$ cat src/hw/rtl/cht_pkg.sv
// Package with shared types, constants and codes of the chained hash table.
`timescale 1ns / 1ps
package cht_pkg;
  localparam int MaxBuckets = 64;
  localparam int PoolNodes  = 256;
  localparam int BucketCountReset = 11;

  localparam logic [1:0] ACT_FIND   = 2'd0;
  localparam logic [1:0] ACT_INSERT = 2'd1;
  localparam logic [1:0] ACT_REMOVE = 2'd2;

  localparam logic [1:0] ST_OK      = 2'd0;
  localparam logic [1:0] ST_MISSING = 2'd1;
  localparam logic [1:0] ST_PRESENT = 2'd2;
  localparam logic [1:0] ST_FULL    = 2'd3;

  localparam logic ADDR_BUCKET_COUNT = 1'b0;

  typedef enum logic [3:0] {
    S_INIT, S_IDLE, S_MOD, S_HEAD, S_READ, S_CHECK, S_WRITE, S_FIX, S_DONE
  } state_t;

  // Commands from the controller to the datapath.
  typedef struct packed {
    logic load;      // capture the input word
    logic init_step; // one step of the clearing pass
    logic mod_step;  // one step of the modulo unit
    logic head_rd;   // read bucket head and tail
    logic node_rd;   // read current node
    logic advance;   // move to the next node of the chain
    logic do_insert;
    logic do_remove;
    logic fix_tail;
    logic set_status;
    logic [1:0] status;
    logic set_found;
  } cmd_t;

  // Status from the datapath to the controller.
  typedef struct packed {
    logic init_done;
    logic mod_done;
    logic cur_nil;
    logic key_hit;
    logic free_nil;
    logic walk_limit;
  } stat_t;
endpackage

$ cat src/hw/rtl/cht_ctrl.sv
// Controller state machine that sequences each table operation.
`timescale 1ns / 1ps
module cht_ctrl (
  input  logic           clk,
  input  logic           rst,
  input  logic           in_valid,
  output logic           in_ready,
  input  logic [1:0]     action,
  output logic           out_valid,
  input  logic           out_ready,
  input  cht_pkg::stat_t stat,
  output cht_pkg::cmd_t  cmd
);
  cht_pkg::state_t state, state_next;
  logic [1:0] act, act_next;

  // State and held action.
  always_ff @(posedge clk) begin
    if (rst) begin
      state <= cht_pkg::S_INIT;
      act <= cht_pkg::ACT_FIND;
    end else begin
      state <= state_next;
      act <= act_next;
    end
  end

  // Next state and commands.
  always_comb begin
    state_next = state;
    act_next = act;
    cmd = '0;
    in_ready = 1'b0;
    out_valid = 1'b0;
    case (state)
      cht_pkg::S_INIT: begin
        cmd.init_step = 1'b1;
        if (stat.init_done) state_next = cht_pkg::S_IDLE;
      end
      cht_pkg::S_IDLE: begin
        in_ready = 1'b1;
        if (in_valid) begin
          cmd.load = 1'b1;
          act_next = action;
          state_next = cht_pkg::S_MOD;
        end
      end
      cht_pkg::S_MOD: begin
        cmd.mod_step = 1'b1;
        if (stat.mod_done) state_next = cht_pkg::S_HEAD;
      end
      cht_pkg::S_HEAD: begin
        cmd.head_rd = 1'b1;
        state_next = cht_pkg::S_READ;
      end
      cht_pkg::S_READ: begin
        if (stat.cur_nil || stat.walk_limit) begin
          // End of chain: key absent.
          cmd.set_status = 1'b1;
          if (act == cht_pkg::ACT_INSERT) begin
            if (stat.free_nil) begin
              cmd.status = cht_pkg::ST_FULL;
              state_next = cht_pkg::S_DONE;
            end else begin
              cmd.status = cht_pkg::ST_OK;
              state_next = cht_pkg::S_WRITE;
            end
          end else begin
            cmd.status = cht_pkg::ST_MISSING;
            state_next = cht_pkg::S_DONE;
          end
        end else begin
          cmd.node_rd = 1'b1;
          state_next = cht_pkg::S_CHECK;
        end
      end
      cht_pkg::S_CHECK: begin
        if (stat.key_hit) begin
          cmd.set_status = 1'b1;
          case (act)
            cht_pkg::ACT_FIND: begin
              cmd.status = cht_pkg::ST_OK;
              cmd.set_found = 1'b1;
              state_next = cht_pkg::S_DONE;
            end
            cht_pkg::ACT_INSERT: begin
              cmd.status = cht_pkg::ST_PRESENT;
              state_next = cht_pkg::S_DONE;
            end
            cht_pkg::ACT_REMOVE: begin
              cmd.status = cht_pkg::ST_OK;
              state_next = cht_pkg::S_WRITE;
            end
            default: begin
              cmd.status = cht_pkg::ST_MISSING;
              state_next = cht_pkg::S_DONE;
            end
          endcase
        end else begin
          cmd.advance = 1'b1;
          state_next = cht_pkg::S_READ;
        end
      end
      cht_pkg::S_WRITE: begin
        if (act == cht_pkg::ACT_INSERT) cmd.do_insert = 1'b1;
        else cmd.do_remove = 1'b1;
        state_next = cht_pkg::S_FIX;
      end
      cht_pkg::S_FIX: begin
        cmd.fix_tail = 1'b1;
        state_next = cht_pkg::S_DONE;
      end
      cht_pkg::S_DONE: begin
        out_valid = 1'b1;
        if (out_ready) state_next = cht_pkg::S_IDLE;
      end
      default: state_next = cht_pkg::S_IDLE;
    endcase
  end
endmodule

$ cat config.mk
export PLATFORM = sky130hd
export DESIGN_NAME = cht_ctrl
export DESIGN_NICKNAME = d
export VERILOG_FILES = /design/src/hw/rtl/cht_pkg.sv /design/src/hw/rtl/cht_ctrl.sv
export SDC_FILE = /design/constraint.sdc
export NUM_CORES = 1
export LEC_CHECK = 0
export BUFFER_PORTS_ARGS = -buffer_cell sky130_fd_sc_hd__buf_4
export CAP_MARGIN = 15
export CORE_AREA = 3 3 40 42
export DETAILED_ROUTE_END_ITERATION = 12
export DIE_AREA = 0 0 43 45
export PLACE_DENSITY = 0.87
export SETUP_SLACK_MARGIN = 0.02
export SLEW_MARGIN = 10
export SYNTH_ARGS = -nofsm -noshare
export SYNTH_HDL_FRONTEND = slang
export SYNTH_SLANG_ARGS = --single-unit
$ cat constraint.sdc
create_clock -name clk -period 3.7 [get_ports clk]
set_input_delay 0.37 -clock clk [delete_from_list [all_inputs] [get_ports clk]]
set_output_delay 0.37 -clock clk [all_outputs]
set_load 0.03 [all_outputs]
==> results.cfg <==
[run_status]
status = complete, no violations

[worst_setup_path]
reg2reg_slack_ps = 2020
slowest_stage = dfxtp_1
reg2regPathDepth = 3
cp-end-kind = output pin
r2r-start = state[0]
worst_ep_required_time_ps = 3330
crit_family = flip-flops
cp_max_fo = 18
path_class = reg2out
r2r_end = act[1]
crit_path_end = cmd[2]
start_kind = flop
crit_cells = 4
crit_chain = nor4b_4 -> nand3_1 -> a211oi_1 -> buf_4
crit_start = state[2]
critPathMaxStageDelay_ps = 630
crit_buf_inv = 1
arrival_ps = 1840

[route]
drt-total-wl_mm = 1.57
wl_per_cell_um = 13.0
drc = 0
ant_nets = 0
drtIter0Drc = 8
num_vias = 699
via_per_inst = 5.78
drt_pass1_iterations = 4

[logic_synthesis]
synth_area_um2 = 597
yosys_most_used_dff = dfxtp_1
yosysMostFrequentCell = nor2_1
ys_top_cells_by_count = 8 x nor2_1, 6 x dfxtp_1, 6 x nand3_1, 5 x nand2_1
synth_cell_type_count = 32
synth_top_area_share = 0.201
async_reset_ff_frac = 0
ys_ff_latch = 6
syn_avg_cell_area_um2 = 7.19
ys_warn_count = 0
synthCells = 83
ys_top_cells_by_area = dfxtp_1 20%, nand3_1 5.0%, nor2_1 5.0%
ys_seq_area_frac = 0.201
synth-edff-count = 0
synth_nets = 95
yosys.area.top_type = dfxtp_1

[die]
rows = 13
die_area_um2 = 1940
num_io_pins = 27
floorplan.initialDensity = 0.464
core_area_um2 = 1280
die_h_um = 45
die_w_um = 43

[clock_network]
cts-buffers-inserted = 3
cts_setup_buffers = 0
clockBufferDepth = 2
hold_buffers = 0
tritoncts = done
cts.clk_slew.worst_paths_ps = 40
clk_latency_ps = 240
ctsRootBufferMaster = clkbuf_4
cts.sinks = 6
cts_resized = 0
cts_htree_levels = 1

[grt]
overflow = 0
grt_pass1_vias = 648
grt_antenna_before_repair = 0
use_met1 = 0.205
grt_pass1_wl_mm = 2.58
track_usage = 0.174
grt_busiest_layer = met2
gr-usage-met3 = 0.0279
grt_max_degree = 21
use_met2 = 0.311

[cells_and_area]
syn_to_final_growth_pct = 34.0
fin_cells = 121
design_area_um2 = 800
drive_above_1_share = 0.311
final_nets = 120
antenna_cells = 0

[sta]
tightest_slew_ps = 647
final_hold_viol_count = 0
clock-skew-final_ps = 4.62
period_needed_ps = 2210
rsz0062_at_grt = no
max-slew-margin-rel = 0.568
setup_tns_ps = 0
fmax_mhz = 453
setup-violations-final = 0
report.final.slew_viol_count = 0
fin_crit_sh = 0.597

[placed_design]
io_buffers = 26
dp_cells = 118
gp_congestion = 0.813
placed_cell_area_um2 = 777
dp_hpwl_mm = 1.25

[power_and_ir_drop]
clockPowerShare = 0.294
p_int_uw = 133
ir_worst_vdd_v = 0.000196
switchingPower_uw = 63.2
pwr-share-seq = 0.408
leakage_nw = 0.321
swShare = 0.322
p_comb_frac = 0.299
power.density_nw_per_um2 = 245

[worst_hold_path]
hold_class = in2reg
min_from = rst

[run]
drv_cap = 0
how the worst min path moves through the flow:
stage / depth (start not counted) / end / slack (ps)
floorplan: 1 / act[0] / 440
CTS: 2 / act[0] / 340
finish: 2 / act[0] / 350
global route: 2 / act[0] / 360
global placement: 2 / act[0] / 560
detailed placement: 2 / act[0] / 560
flip-flops by register name, summed over array words and instances (netlist names):
| name | cells |
|---|---|
| state | 4 |
| act | 2 |
layout by cell type, fill, tap and decap left out:
| master | Yosys | routed |
|---|---|---|
| nor2b_1 | 3 | 3 |
| dfxtp_1 | 6 | 6 |
| a311oi_1 | 1 | 1 |
| or3_1 | 1 | 1 |
| nand4_1 | 2 | 2 |
| a41oi_1 | 1 | 1 |
| and3_1 | 1 | 1 |
| a311o_1 | 2 | 2 |
| nand3_1 | 6 | 6 |
| nor2_1 | 8 | 8 |
| nor4b_4 | 1 | 1 |
| or4b_4 | 1 | 1 |
| nand3b_1 | 3 | 3 |
| o41ai_1 | 1 | 1 |
| nor3_1 | 2 | 2 |
| o221ai_1 | 1 | 1 |
| nand2b_1 | 3 | 3 |
| and2_1 | 2 | 2 |
| nand2_1 | 5 | 5 |
| a211oi_1 | 3 | 3 |
| clkinv_2 | 1 | 1 |
| o21ai_0 | 4 | 4 |
| clkbuf_4 | 0 | 3 |
| a21oi_1 | 4 | 4 |
| inv_1 | 4 | 4 |
| nor4_1 | 3 | 3 |
| nor3b_1 | 4 | 4 |
| a211o_1 | 1 | 1 |
| nor4b_1 | 2 | 2 |
| buf_4 | 0 | 26 |
| or2_2 | 1 | 1 |
power by group through the flow:
stage,registers (mW),logic (mW),clock network [mW]
floorplan,0.0725,0.0456,0
global placement,0.0799,0.0578,0
detailed placement,0.0803,0.0585,0
CTS,0.0793,0.0587,0.0606
global route,0.0811,0.0639,0.0656
finish,0.0799,0.0586,0.0576
metal layers:
layer | wire length [um] | vias to the layer above
met4 | 18 | 0
met3 | 88 | 2
li1 | - | 354
met2 | 770 | 23
met1 | 690 | 320
met5 | 0 | -
kinds of logic (layout without fill, tap and decap cells):
| family | count (synthesis) | in the layout | synth area share |
|---|---|---|---|
| AOI/OAI and AO/OA | 18 | 18 | 0.212 |
| buffers and inverters | 11 | 34 | 0.0901 |
| DFF | 6 | 6 | 0.201 |
| and+or+nand+nor | 48 | 48 | 0.497 |
area by class of cell:
type	count	area (um^2)
Clock buffer	3	22.5
Fill cell	119	485
Inverter	5	20.0
Multi-Input combinational cell	66	423
Sequential cell	6	120
Tap cell	15	18.8
Timing Repair Buffer	26	195
metrics by stage:
step                total power [mW]  setup slack [ps]  hold WS, ps   util
detailed placement             0.139              1780          556  0.605
floorplan                      0.118              1590          439      -
global placement               0.138              1830          559  0.605
global route                   0.211              1310          357  0.622
finish                         0.196              1490          351  0.622
CTS                            0.199              1500          342  0.622
Power figures use the tool's default switching activity.
